$ cat config.mk
export PLATFORM = sky130hd
export DESIGN_NAME = key_value_pair_tokenizer
export DESIGN_NICKNAME = d
export VERILOG_FILES = /design/src/rtl/core/kvpt_pkg.sv /design/src/rtl/core/key_value_pair_tokenizer.sv
export SDC_FILE = /design/constraint.sdc
export NUM_CORES = 1
export LEC_CHECK = 0
export BUFFER_PORTS_ARGS = -buffer_cell sky130_fd_sc_hd__buf_2
export CAP_MARGIN = 5
export CORE_UTILIZATION = 35
export DETAILED_ROUTE_END_ITERATION = 7
export SKIP_CTS_REPAIR_TIMING = 1
export SKIP_LAST_GASP = 1
export SLEW_MARGIN = 20
export SYNTH_ARGS = -nofsm -noshare
export SYNTH_HDL_FRONTEND = slang
export SYNTH_SLANG_ARGS = --single-unit
$ cat constraint.sdc
create_clock -name clk -period 8.3 [get_ports clk]
set_input_delay 2.49 -clock clk [delete_from_list [all_inputs] [get_ports clk]]
set_output_delay 2.49 -clock clk [all_outputs]
set_load 0.01 [all_outputs]
$ cat src/rtl/core/kvpt_pkg.sv
// Shared types, codes and character classes for the key/value pair tokenizer.
// Stands alone; the tokenizer core refers to it by scoped names.
`default_nettype none

package kvpt_pkg;

	typedef enum logic [2:0] {
		PH_SKIP   = 3'd0,
		PH_KEY    = 3'd1,
		PH_EQ     = 3'd2,
		PH_PLAIN  = 3'd3,
		PH_QUOTED = 3'd4,
		PH_ESC    = 3'd5,
		PH_CLOSED = 3'd6
	} phase_t;

	typedef logic [2:0] err_t;
	typedef logic [1:0] kind_t;

	localparam err_t ERR_NONE      = 3'd0;
	localparam err_t ERR_KEY_CHAR  = 3'd1;
	localparam err_t ERR_DIGIT_1ST = 3'd2;
	localparam err_t ERR_EMPTY_KEY = 3'd3;
	localparam err_t ERR_NO_EQUALS = 3'd4;
	localparam err_t ERR_NO_VALUE  = 3'd5;
	localparam err_t ERR_QUOTE     = 3'd6;
	localparam err_t ERR_NO_SPACE  = 3'd7;

	localparam kind_t KIND_SKIP  = 2'd0;
	localparam kind_t KIND_KEY   = 2'd1;
	localparam kind_t KIND_VALUE = 2'd2;
	localparam kind_t KIND_DELIM = 2'd3;

	localparam logic [7:0] CH_EQUALS = 8'h3D;
	localparam logic [7:0] CH_BSLASH = 8'h5C;
	localparam logic [7:0] CH_DQUOTE = 8'h22;
	localparam logic [7:0] CH_SQUOTE = 8'h27;
	localparam logic [7:0] CH_UNDER  = 8'h5F;

	function automatic logic is_blank(input logic [7:0] c);
		return (c == 8'd32) || (c inside {[8'd9:8'd13]});
	endfunction

	function automatic logic is_digit(input logic [7:0] c);
		return c inside {[8'h30:8'h39]};
	endfunction

	function automatic logic is_keychar(input logic [7:0] c);
		return (c inside {[8'h30:8'h39], [8'h41:8'h5A], [8'h61:8'h7A]}) ||
			(c == CH_UNDER);
	endfunction

endpackage

`default_nettype wire

$ cat src/rtl/core/key_value_pair_tokenizer.sv
// Key/value pair tokenizer: one character request in, one result request out.
// Depends on kvpt_pkg for phase type, error and kind codes, character classes.
//
//  Channel  | Handshake              | Payload
//  ---------+------------------------+---------------------------------------------
//  char     | char_valid / char_stall| char_in[7:0], msg_last
//  result   | res_valid / res_stall  | char_kind[1:0], data_byte[7:0], pair_end,
//           |                        | error_code[2:0], msg_done
//
//  An accepted character passes through the input register and then the
//  result register. One character a cycle is sustained while res_stall is
//  low; the parse state registers are updated by one short decode as a
//  character moves from the input register to the result register.
//  arst_n clears the parse state and both valid flags; payload holds no reset.
//  A stalled result holds the result register, then the input register, and
//  char_stall rises only once both are full.
`default_nettype none

module key_value_pair_tokenizer (
	input  wire logic       clk,
	input  wire logic       arst_n,
	input  wire logic       char_valid,
	output logic            char_stall,
	input  wire logic [7:0] char_in,
	input  wire logic       msg_last,
	output logic            res_valid,
	input  wire logic       res_stall,
	output logic [1:0]      char_kind,
	output logic [7:0]      data_byte,
	output logic            pair_end,
	output logic [2:0]      error_code,
	output logic            msg_done
);

	// Input register
	logic       valid_s1;
	logic [7:0] char_s1;
	logic       last_s1;

	// Parse state
	kvpt_pkg::phase_t phase_q;
	logic             quote_single_q;
	kvpt_pkg::err_t   err_q;

	// Result register
	logic             valid_s2;
	kvpt_pkg::kind_t  kind_s2;
	logic [7:0]       data_s2;
	logic             pend_s2;
	kvpt_pkg::err_t   err_s2;
	logic             last_s2;

	// Decode results
	kvpt_pkg::phase_t phase_step;
	logic             quote_step;
	kvpt_pkg::err_t   err_new;
	kvpt_pkg::phase_t phase_d;
	logic             quote_d;
	kvpt_pkg::err_t   err_d;
	kvpt_pkg::kind_t  kind_d;
	logic [7:0]       data_d;
	logic             pend_d;
	logic [7:0]       quote_ch;

	logic hold_s2;
	logic adv_s2;
	logic hold_s1;

	// Hold the result while it is stalled; the input register drains into it
	// whenever it is free.
	assign hold_s2    = valid_s2 & res_stall;
	assign adv_s2     = ~hold_s2;
	assign hold_s1    = valid_s1 & hold_s2;
	assign char_stall = hold_s1;

	assign quote_ch = quote_single_q ? kvpt_pkg::CH_SQUOTE : kvpt_pkg::CH_DQUOTE;

	always_ff @(posedge clk or negedge arst_n) begin
		if (!arst_n) begin
			valid_s1 <= 1'b0;
		end else if (!hold_s1) begin
			valid_s1 <= char_valid;
		end
	end

	always_ff @(posedge clk) begin
		if (!hold_s1 && char_valid) begin
			char_s1 <= char_in;
			last_s1 <= msg_last;
		end
	end

	// Next state: phase transition, quote choice and error detection.
	always_comb begin
		phase_step = phase_q;
		quote_step = quote_single_q;
		err_new    = kvpt_pkg::ERR_NONE;
		if (err_q == kvpt_pkg::ERR_NONE) begin
			case (phase_q)
				kvpt_pkg::PH_SKIP: begin
					if (kvpt_pkg::is_blank(char_s1)) begin
						phase_step = kvpt_pkg::PH_SKIP;
					end else if (char_s1 == kvpt_pkg::CH_EQUALS) begin
						err_new = kvpt_pkg::ERR_EMPTY_KEY;
					end else if (!kvpt_pkg::is_keychar(char_s1)) begin
						err_new = kvpt_pkg::ERR_KEY_CHAR;
					end else if (kvpt_pkg::is_digit(char_s1)) begin
						err_new = kvpt_pkg::ERR_DIGIT_1ST;
					end else begin
						phase_step = kvpt_pkg::PH_KEY;
					end
				end
				kvpt_pkg::PH_KEY: begin
					if (kvpt_pkg::is_blank(char_s1)) begin
						err_new = kvpt_pkg::ERR_NO_EQUALS;
					end else if (char_s1 == kvpt_pkg::CH_EQUALS) begin
						phase_step = kvpt_pkg::PH_EQ;
					end else if (!kvpt_pkg::is_keychar(char_s1)) begin
						err_new = kvpt_pkg::ERR_KEY_CHAR;
					end
				end
				kvpt_pkg::PH_EQ: begin
					if (kvpt_pkg::is_blank(char_s1)) begin
						err_new = kvpt_pkg::ERR_NO_VALUE;
					end else if (char_s1 == kvpt_pkg::CH_DQUOTE ||
						char_s1 == kvpt_pkg::CH_SQUOTE) begin
						quote_step = (char_s1 == kvpt_pkg::CH_SQUOTE);
						phase_step = kvpt_pkg::PH_QUOTED;
					end else begin
						phase_step = kvpt_pkg::PH_PLAIN;
					end
				end
				kvpt_pkg::PH_PLAIN: begin
					if (kvpt_pkg::is_blank(char_s1)) begin
						phase_step = kvpt_pkg::PH_SKIP;
					end
				end
				kvpt_pkg::PH_QUOTED: begin
					if (char_s1 == kvpt_pkg::CH_BSLASH) begin
						phase_step = kvpt_pkg::PH_ESC;
					end else if (char_s1 == quote_ch) begin
						phase_step = kvpt_pkg::PH_CLOSED;
					end
				end
				kvpt_pkg::PH_ESC: begin
					if (char_s1 == kvpt_pkg::CH_BSLASH || char_s1 == quote_ch) begin
						phase_step = kvpt_pkg::PH_QUOTED;
					end else begin
						err_new = kvpt_pkg::ERR_QUOTE;
					end
				end
				kvpt_pkg::PH_CLOSED: begin
					if (kvpt_pkg::is_blank(char_s1)) begin
						phase_step = kvpt_pkg::PH_SKIP;
					end else begin
						err_new = kvpt_pkg::ERR_NO_SPACE;
					end
				end
				default: begin
					phase_step = kvpt_pkg::PH_SKIP;
				end
			endcase

			// Message end while a pair is still open
			if (err_new == kvpt_pkg::ERR_NONE && last_s1) begin
				case (phase_step)
					kvpt_pkg::PH_KEY:    err_new = kvpt_pkg::ERR_NO_EQUALS;
					kvpt_pkg::PH_EQ:     err_new = kvpt_pkg::ERR_NO_VALUE;
					kvpt_pkg::PH_QUOTED: err_new = kvpt_pkg::ERR_QUOTE;
					kvpt_pkg::PH_ESC:    err_new = kvpt_pkg::ERR_QUOTE;
					default:             err_new = kvpt_pkg::ERR_NONE;
				endcase
			end
		end

		// Drop all state at the end of a message
		if (last_s1) begin
			phase_d = kvpt_pkg::PH_SKIP;
			quote_d = 1'b0;
			err_d   = kvpt_pkg::ERR_NONE;
		end else begin
			phase_d = phase_step;
			quote_d = quote_step;
			err_d   = (err_q != kvpt_pkg::ERR_NONE) ? err_q : err_new;
		end
	end

	// Outputs: class, unescaped byte and pair end for the current character.
	always_comb begin
		kind_d = kvpt_pkg::KIND_SKIP;
		data_d = 8'd0;
		pend_d = 1'b0;
		case (phase_q)
			kvpt_pkg::PH_SKIP: begin
				if (phase_step == kvpt_pkg::PH_KEY) begin
					kind_d = kvpt_pkg::KIND_KEY;
					data_d = char_s1;
				end
			end
			kvpt_pkg::PH_KEY: begin
				if (char_s1 == kvpt_pkg::CH_EQUALS) begin
					kind_d = kvpt_pkg::KIND_DELIM;
				end else begin
					kind_d = kvpt_pkg::KIND_KEY;
					data_d = char_s1;
				end
			end
			kvpt_pkg::PH_EQ: begin
				if (phase_step == kvpt_pkg::PH_QUOTED) begin
					kind_d = kvpt_pkg::KIND_DELIM;
				end else begin
					kind_d = kvpt_pkg::KIND_VALUE;
					data_d = char_s1;
				end
			end
			kvpt_pkg::PH_PLAIN: begin
				if (kvpt_pkg::is_blank(char_s1)) begin
					pend_d = 1'b1;
				end else begin
					kind_d = kvpt_pkg::KIND_VALUE;
					data_d = char_s1;
				end
			end
			kvpt_pkg::PH_QUOTED: begin
				if (char_s1 == quote_ch) begin
					kind_d = kvpt_pkg::KIND_DELIM;
				end else if (char_s1 != kvpt_pkg::CH_BSLASH) begin
					kind_d = kvpt_pkg::KIND_VALUE;
					data_d = char_s1;
				end
			end
			kvpt_pkg::PH_ESC: begin
				kind_d = kvpt_pkg::KIND_VALUE;
				data_d = char_s1;
			end
			kvpt_pkg::PH_CLOSED: begin
				pend_d = 1'b1;
			end
			default: begin
				kind_d = kvpt_pkg::KIND_SKIP;
			end
		endcase

		// A value still open at the message end completes the pair here
		if (last_s1 && (phase_step == kvpt_pkg::PH_PLAIN ||
			phase_step == kvpt_pkg::PH_CLOSED)) begin
			pend_d = 1'b1;
		end

		// Any error, latched or fresh, blanks the character
		if (err_q != kvpt_pkg::ERR_NONE || err_new != kvpt_pkg::ERR_NONE) begin
			kind_d = kvpt_pkg::KIND_SKIP;
			data_d = 8'd0;
			pend_d = 1'b0;
		end
	end

	// Advance the parse state as a character moves into the result register.
	always_ff @(posedge clk or negedge arst_n) begin
		if (!arst_n) begin
			phase_q        <= kvpt_pkg::PH_SKIP;
			quote_single_q <= 1'b0;
			err_q          <= kvpt_pkg::ERR_NONE;
			valid_s2       <= 1'b0;
		end else if (adv_s2) begin
			valid_s2 <= valid_s1;
			if (valid_s1) begin
				phase_q        <= phase_d;
				quote_single_q <= quote_d;
				err_q          <= err_d;
			end
		end
	end

	always_ff @(posedge clk) begin
		if (adv_s2 && valid_s1) begin
			kind_s2 <= kind_d;
			data_s2 <= data_d;
			pend_s2 <= pend_d;
			err_s2  <= (err_q != kvpt_pkg::ERR_NONE) ? err_q : err_new;
			last_s2 <= last_s1;
		end
	end

	assign res_valid  = valid_s2;
	assign char_kind  = kind_s2;
	assign data_byte  = data_s2;
	assign pair_end   = pend_s2;
	assign error_code = err_s2;
	assign msg_done   = last_s2;

	// A byte is reported only for key and value characters.
	a_data_only_for_bytes: assert property (@(posedge clk) disable iff (!arst_n)
		res_valid && (char_kind == kvpt_pkg::KIND_SKIP ||
		char_kind == kvpt_pkg::KIND_DELIM) |-> data_byte == 8'd0)
		else $error("data byte set on a skipped or delimiter result");

	// An error blanks the result.
	a_error_blanks: assert property (@(posedge clk) disable iff (!arst_n)
		res_valid && error_code != kvpt_pkg::ERR_NONE |->
		char_kind == kvpt_pkg::KIND_SKIP && !pair_end)
		else $error("error result carries a token");

	// The last character of a message leaves the parser at reset values.
	a_msg_end_resets: assert property (@(posedge clk) disable iff (!arst_n)
		adv_s2 && valid_s1 && last_s1 |=>
		phase_q == kvpt_pkg::PH_SKIP && err_q == kvpt_pkg::ERR_NONE && !quote_single_q)
		else $error("parse state not cleared at message end");

	// A latched error stays until the message ends.
	a_error_sticky: assert property (@(posedge clk) disable iff (!arst_n)
		err_q != kvpt_pkg::ERR_NONE && !(adv_s2 && valid_s1 && last_s1) |=>
		err_q == $past(err_q))
		else $error("latched error changed inside a message");

endmodule

`default_nettype wire
**Word-level counts from Yosys, hierarchy flattened**

Cells that the tools add are included.

- Flip-flop bits (word level): 33
- Input port bits: 13

- Order comparisons: 8
- Eq/ne operators: 23
- Muxes and demuxes: 56
- Bitwise operators: 3
- Reduce and logical (&&, ||, !) cells: 28

Operators by type and width:

| kind | count |
|---|---|
| 2-to-1 mux 3 bit | 25 |
| 2-to-1 mux 8 bit | 6 |
| case mux 8 bit (6 select lines) | 1 |
| equality test 8 x 6 -> 1 bit, second input constant | 4 |
| equality test 3 bit, second input constant | 7 |
| case mux 3 bit (6 select lines) | 1 |
| equality test 8 x 7 -> 1 bit, second input constant | 2 |
| greater-or-equal comparator 8 x 7 -> 1 bit, second input constant | 2 |
| less-or-equal comparator 8 x 7 -> 1 bit, second input constant | 2 |
| 2-to-1 mux 2 bit | 8 |
| case mux 3 bit (5 select lines) | 1 |
| equality test 3 x 2 -> 1 bit, second input constant | 4 |
| case mux 2 bit (6 select lines) | 1 |
| 2-to-1 mux 1 bit | 11 |
| equality test 3 x 1 -> 1 bit, second input constant | 3 |
| zero test 3 bit | 3 |
| case mux 3 bit (3 select lines) | 1 |
| nonzero test 3 bit | 3 |
| equality test 8 x 6 -> 1 bit | 1 |
| greater-or-equal comparator 8 x 4 -> 1 bit, second input constant | 1 |
| greater-or-equal comparator 8 x 6 -> 1 bit, second input constant | 1 |
| less-or-equal comparator 8 x 4 -> 1 bit, second input constant | 1 |
| less-or-equal comparator 8 x 6 -> 1 bit, second input constant | 1 |
| logical AND 1 bit | 8 |
| other kinds (11) | 20 |

**Longest topological paths before layout**

Gate-level depths: netlist of run 1.

- Depth after elaboration: 16
- Depth in mapped cells: 9
- Depth with buffers taken out: 8

**Least setup slack after synthesis of run 1**

OpenSTA, ideal clock, no wires.

- Path type: input -> output
- Start point: in res_stall
- End point: out char_stall
- Data arrival time: 2666 ps
- Setup slack: 3144 ps
- Stages on the path: 2
- Buffers on the path: 0
- Cell sequence: nand3_1 inv_1

- Word-level cells in the longest chain between the ends: 2

RTL lines:

| what | RTL line | RTL |
|---|---|---|
| start, declared | key_value_pair_tokenizer.sv:27 | `input wire logic res_stall,` |
| bitwise AND 1 bit | key_value_pair_tokenizer.sv:71 | `assign hold_s2 = valid_s2 & res_stall;` |
| bitwise AND 1 bit | key_value_pair_tokenizer.sv:73 | `assign hold_s1 = valid_s1 & hold_s2;` |
| end, declared | key_value_pair_tokenizer.sv:23 | `output logic char_stall,` |

No other way between the ends.

**Worst setup path in the final report of run 1**

Ends and elaborated chain as after synthesis.

==> results.sh, run 1 <==
export IMPL_seqCellArea_um2=945.9
export IMPL_synth_area_mux_share=0.005181
export IMPL_synth_adder_area_share=0
export IMPL_grt_pass1_vias=1630
export IMPL_cts_tree="yes"
export IMPL_synth_cells=219
export IMPL_yosys_warnings=0
export IMPL_grt_use_met2=0.2538
export IMPL_cts_sinks=33
export IMPL_synth_edf_count=24
export IMPL_r2r_start="char_s1[2]"
export IMPL_cellInternalPower_uw=315.0
export IMPL_period_minus_slack_ps=5354
export IMPL_layout_commonest_cell="buf_2"
export IMPL_clock_skew_ps=4.529
export IMPL_slew_viol_final=0
export IMPL_antenna_cells=0
export IMPL_status="completed"
export IMPL_busiest_layer="met2"
export IMPL_startpoint="res_stall"
export IMPL_rows=28
export IMPL_syn_nets=232
export IMPL_multi_input_area_mm2=0.001109
export IMPL_routed_wirelength_mm=4.935
export IMPL_viasPerCell=5.688
export IMPL_drtAntennaViolNets=0
export IMPL_grt_max_degree=23
export IMPL_powerDensity_mw_per_mm2=193.7
export IMPL_syn_cell_area_mm2=0.002173
export IMPL_yosys_cell_types_count=73
export IMPL_met3_usage=0.04157
export IMPL_post_drt_wl_per_cell_um=15.42
export IMPL_worst_path_max_delay_cell="buf_2"
export IMPL_synthArstFlopShare=0.2727
export IMPL_clock_latency_ps=290
export IMPL_hold_start="valid_s1"
export IMPL_remaining_drc_errors=0
export IMPL_synth_compound_area_share=0.2061
export IMPL_port_buffers=29
export IMPL_synth_area_top_cells="edfxtp_1, dfrtp_1, o21ai_0"
export IMPL_relSlewSlack=0.5327
export IMPL_ioPinCount=30
export IMPL_pwr_share_clk=0.267
export IMPL_irDropWorstVdd_v=0.00009374
export IMPL_leakage_uw=0.0009697
export IMPL_worstPathArrival_ps=2860
export IMPL_crit_path_end_kind="output port"
export IMPL_drtIter0Drc=177
export IMPL_mostFrequentLayoutCells="buf_2, edfxtp_1, nor2_1"
export IMPL_grt_pass1_wl_mm=8.307
export IMPL_htree_levels=2
export IMPL_cts_buffer_depth=2
export IMPL_power_switching_uw=152.5
export IMPL_min_path_type="register to register"
export IMPL_nets=257
export IMPL_critPathMaxFanout=3
export IMPL_final_core_util=0.4053
export IMPL_drive_above_1_share=0.2367
export IMPL_synth_simple_gate_area_frac=0.2907
export IMPL_dieArea_mm2=0.006529
export IMPL_grt_setup_unrepaired="no"
export IMPL_drt_first_pass_iters=4
export IMPL_crit_type="primary input to output port"
export IMPL_max_freq_mhz=186.8
export IMPL_hpwl_mm=3.624
export IMPL_setup_tns_ps=0
export IMPL_avgSynthCellArea_um2=9.924
export IMPL_finalCritPeriodShare=0.6451
export IMPL_antenna_found_initial=0
export IMPL_ys_seq_area_frac=0.4352
export IMPL_final_setup_viol_count=0
export IMPL_grtUsageMet1=0.2214
export IMPL_switching_share=0.3262
export IMPL_worstPathRequired_ps=5810
export IMPL_fp_dieW_um=80.80
export IMPL_seqPwrFrac=0.466
export IMPL_start_util=0.3649
export IMPL_clk_pin_slew_ps=60
export IMPL_slowest_delay_ps=130
export IMPL_finalHoldViolations=0
export IMPL_cp_start_kind="primary input"
export IMPL_die_h_um=80.80
export IMPL_synth_top_area_frac=0.3316
export IMPL_power_uw=467.6
export IMPL_ys_ff_latch=33
export IMPL_synth_top_family_by_area="simple AND/OR/NAND/NOR gates"
export IMPL_cts_buffers=5
export IMPL_synth_xor_area_share=0.008060
export IMPL_gp_congestion=0.8999
export IMPL_vias=1820
export IMPL_worstMarginPinSlew_ps=701.0
export IMPL_cts_root_buf="clkbuf_8"
export IMPL_area_growth_pct=11.05
export IMPL_gr_total_overflow=0
export IMPL_synth_top_cell_by_area="edfxtp_1"
export IMPL_ys_flop_type="edfxtp_1"
export IMPL_critPathMostFrequentCell="buf_2"
export IMPL_combPwrFrac=0.267
export IMPL_fillers=614
export IMPL_grt_usage=0.1669
export IMPL_core_mm2=0.005956
export IMPL_crit_chain="buf_2 -> nand3_1 -> inv_1 -> buf_2"
export IMPL_drv_cap=0
## final cells by class
class	instances	share of cell area
clock buffers	8	0.03733
inverters	6	0.009331
multi-input cells	168	0.4593
flip-flops and latches	33	0.3919
well taps	75	0.03888
repair buffers	30	0.06325
## kinds of logic after synthesis
kind of cell | after synthesis
muxes | 1
xor gates and xnor gates | 2
AOI/OAI and AO/OA | 60
buffers and inverters | 18
DFF | 33
and+or+nand+nor | 105
## metrics by stage
stage               hold slack [ps]  setup slack, ps  std cells  cell area, µm²
finish                        488.3             2946        320            2414
global route                  517.9             2897        320            2414
floorplan                     447.9             3144        219            2173
global placement              480.9             2938        312            2323
detailed placement            478.9             2943        312            2323
CTS                           489.3             2939        320            2414
## power by group through the flow
stage                     logic (µW)  clock network, µW  registers, µW
after floorplan                  103                  0            213
after global placement           125                  0            220
after detailed placement         125                  0            221
after CTS                        125                128            218
after global routing             139                135            221
final                            125                125            218
## synth_stat cells (2+ instances only)
cell	count
clkbuf_1	2
nor4_1	3
nand2_1	17
nand4_1	3
or3_1	2
nand3_1	12
clkbuf_8	2
buf_2	4
and3_1	7
dfrtp_1	9
inv_1	5
nor2_1	18
a221oi_1	2
buf_6	3
edfxtp_1	24
nor2b_1	2
a31oi_1	3
a21o_2	2
nor3_1	11
a21oi_1	12
and3b_1	3
and2_1	2
o21ai_0	16
nand2b_1	6
## worst paths after layout
check	to	depth (start not counted)	slack (ps)
setup / recovery	char_stall	4	2950
hold / removal	res_valid	1	490
setup reg to reg	data_byte[2]	8	4990
hold reg to reg	res_valid	1	490
max in group asynchronous	phase_q[1]	1	6060
min in group asynchronous	err_q[2]	1	2050
## registers in the layout, summed over array words and instances (netlist names)
register / flops
pair_end: 1
data_byte: 8
valid_s1: 1
res_valid: 1
error_code: 3
err_q: 3
quote_single_q: 1
phase_q: 3
char_s1: 8
msg_done: 1
char_kind: 2
last_s1: 1
## worst max-delay path, delay by kind of cell
| kind | cells | cell delay (ps) |
|---|---|---|
| buffers and inverters | 3 | 280 |
| and+or+nand+nor | 1 | 90 |
## per-layer routing
metal,vias up,wire (µm)
met5,-,0
met4,0,88
met3,6,272
met2,61,2295
met1,857,2279
li1,896,-
(Power assumes the default switching activity.)
==> inputs of run 2 (changes only) <==
--- a/config.mk
+++ b/config.mk
@@ -5,6 +5,7 @@
 export SDC_FILE = /design/constraint.sdc
 export NUM_CORES = 1
 export LEC_CHECK = 0
+export ABC_AREA = 1
 export BUFFER_PORTS_ARGS = -buffer_cell sky130_fd_sc_hd__buf_2
 export CAP_MARGIN = 5
 export CORE_UTILIZATION = 35
==> constraint.sdc (replaced) <==
create_clock -name clk -period 5.1 [get_ports clk]
set_input_delay 1.53 -clock clk [delete_from_list [all_inputs] [get_ports clk]]
set_output_delay 1.53 -clock clk [all_outputs]
set_load 0.01 [all_outputs]
==> run 2 against run 1 <==
Against the previous run: worst setup slack worse by 1300 ps; critical path depth unchanged; combinational power up 140%; first-iteration DRC count down 38%; register-to-register slack got worse by 2300 ps; critical endpoint unchanged.
==> results.sh, run 2 <==
export IMPL_viasPerCell=4.777
export IMPL_dp_slack_ps=1637
export IMPL_grt_pass1_vias=1656
export IMPL_period_minus_slack_ps=3463
export IMPL_drive_above_1_share=0.2460
export IMPL_crit_chain="buf_2 -> nand2_1 -> nor2_1 -> buf_2"
export IMPL_path_depth=4
export IMPL_drv_cap=0
export IMPL_area_growth_pct=15.25
export IMPL_finalCritPeriodShare=0.6791
export IMPL_synth_most_common_cell="nand2_1"
export IMPL_grt_pass1_wl_mm=7.686
export IMPL_irDropWorstVdd_v=0.0001656
export IMPL_drtIter0Drc=109
export IMPL_port_buffers=29
export IMPL_final_setup_viol_count=0
export IMPL_yosys_warnings=0
export IMPL_slew_viol_final=0
export IMPL_power_uw=867.2
export IMPL_antenna_cells=0
export IMPL_routed_wirelength_mm=4.620
export IMPL_min_path_type="register to register"
export IMPL_synth_area_top_cells="edfxtp_1, nand2_1, dfrtp_1"
export IMPL_synth_top_area_frac=0.3404
export IMPL_fin_ws_ps=1637
export IMPL_crit_type="primary input to output port"
export IMPL_synth_cells=273
export IMPL_crit_family="buffers and inverters"
export IMPL_critPathMaxFanout=3
export IMPL_max_freq_mhz=288.7
export IMPL_synth_edf_count=24
export IMPL_htree_levels=2
export IMPL_worst_path_max_delay_cell="buf_2"
export IMPL_leakage_uw=0.001175
export IMPL_drt_first_pass_iters=4
export IMPL_hold_start="valid_s1"
export IMPL_cp_start_kind="primary input"
export IMPL_cts_sinks=33
export IMPL_dieArea_mm2=0.006364
export IMPL_worst_r2r_cell_count=14
export IMPL_busiest_layer="met2"
export IMPL_r2r_end="data_byte[3]"
export IMPL_status="completed"
export IMPL_syn_cell_area_mm2=0.002117
export IMPL_holdPathStages=2
export IMPL_cts_tree="yes"
export IMPL_r2r_start="char_s1[3]"
export IMPL_ys_ff_latch=33
export IMPL_rows=27
export IMPL_nets=321
export IMPL_grtUsageMet1=0.2217
export IMPL_met3_usage=0.02743
export IMPL_fp_dieW_um=79.78
export IMPL_hpwl_mm=3.666
export IMPL_worstMarginPinSlew_ps=620.3
export IMPL_clock_skew_ps=5.610
export IMPL_start_util=0.3730
export IMPL_rrSetupSlack_ps=2660
export IMPL_layout_commonest_cell="nand2_1"
export IMPL_crit_path_end_kind="output port"
export IMPL_ioPinCount=30
export IMPL_die_h_um=79.78
export IMPL_powerDensity_mw_per_mm2=355.4
export IMPL_gr_total_overflow=0
export IMPL_syn_nets=286
export IMPL_hold_end="res_valid"
export IMPL_cts_buffers=5
export IMPL_grt_setup_unrepaired="no"
export IMPL_placed_cell_area_mm2=0.002350
export IMPL_ys_flop_type="edfxtp_1"
export IMPL_clk_pin_slew_ps=60
export IMPL_synth_top_cell_by_area="edfxtp_1"
export IMPL_whs_ps=476.5
export IMPL_timing_critical_path_buf_inv=2
export IMPL_drtAntennaViolNets=0
export IMPL_grt_usage=0.1583
export IMPL_critPathMostFrequentCell="buf_2"
export IMPL_cts_root_buf="clkbuf_8"
export IMPL_post_drt_wl_per_cell_um=12.13
export IMPL_yosys_cell_types_count=29
export IMPL_antenna_found_initial=0
export IMPL_slowest_delay_ps=150
export IMPL_netlist_top_cells_count="nand2_1, nor2_1, inv_1"
export IMPL_gp_congestion=0.9665
export IMPL_mostFrequentLayoutCells="nand2_1, nor2_1, buf_2"
export IMPL_core_mm2=0.005675
export IMPL_relSlewSlack=0.5842
export IMPL_finalHoldViolations=0
export IMPL_avgSynthCellArea_um2=7.755
export IMPL_vias=1820
export IMPL_design_area_mm2=0.002440
export IMPL_cts_buffer_depth=2
export IMPL_grt_max_degree=22
export IMPL_worstPathRequired_ps=3570
export IMPL_ys_seq_area_frac=0.4468
export IMPL_setup_tns_ps=0
export IMPL_grt_use_met2=0.2470
export IMPL_clock_latency_ps=280
export IMPL_synthArstFlopShare=0.2727
export IMPL_worstPathArrival_ps=1930
export IMPL_remaining_drc_errors=0
[run 2: changes by cell type after synthesis, sizes merged, moves of 4 or more]
cell,delta
nor2,+26
nand2,+70
buf,-6
and3,-8
nand2b,-6
nand3,+17
a21oi,-7
clkbuf,-4
inv,+34
nor3,-5
o21ai,-10
[run 2: cell families (layout without fill, tap and decap cells)]
group           Yosys count  count (layout)  share of synthesized area
compound gates           22              22                    0.07328
flops                    33              33                     0.4468
simple gates            174             174                     0.4007
buf+inv                  44              80                    0.07920
[run 2: where the power goes]
group | internal (µW) | switching [µW]
Sequential | 336 | 24.9
Combinational | 96.8 | 205
Clock | 110 | 94.0
[run 2: metrics by stage]
stage          utilization  std cells
2_1_floorplan            -        273
3_3_place_gp        0.4140        373
3_5_place_dp        0.4140        373
4_1_cts             0.4299        381
5_1_grt             0.4299        381
6_report            0.4299        381
[run 2: cell type report]
type                            instances  area, µm²
Multi-Input combinational cell        196       1003
Fill cell                             610       3236
Clock buffer                            8      90.09
Inverter                               42      157.7
Timing Repair Buffer                   30      152.6
Tap cell                               72      90.09
Sequential cell                        33      945.9
[run 2: metal layers]
layer / up-vias / routed length (µm)
met3: 6 / 213
met1: 803 / 2291
li1: 954 / -
met4: 0 / 58
met5: - / 0
met2: 57 / 2056
[run 2: worst max path at each step]
stage / from / to / slack (ps)
finish: res_stall / char_stall / 1640
global route: res_stall / char_stall / 1600
CTS: res_stall / char_stall / 1630
detailed placement: res_stall / char_stall / 1640
global placement: res_stall / char_stall / 1650
floorplan: res_stall / char_stall / 1780
[run 2: tightest hold or removal path: stages (launching register included)]
cell	delay (ps)
dfrtp_1	330
inv_1	60
nand2_1	60
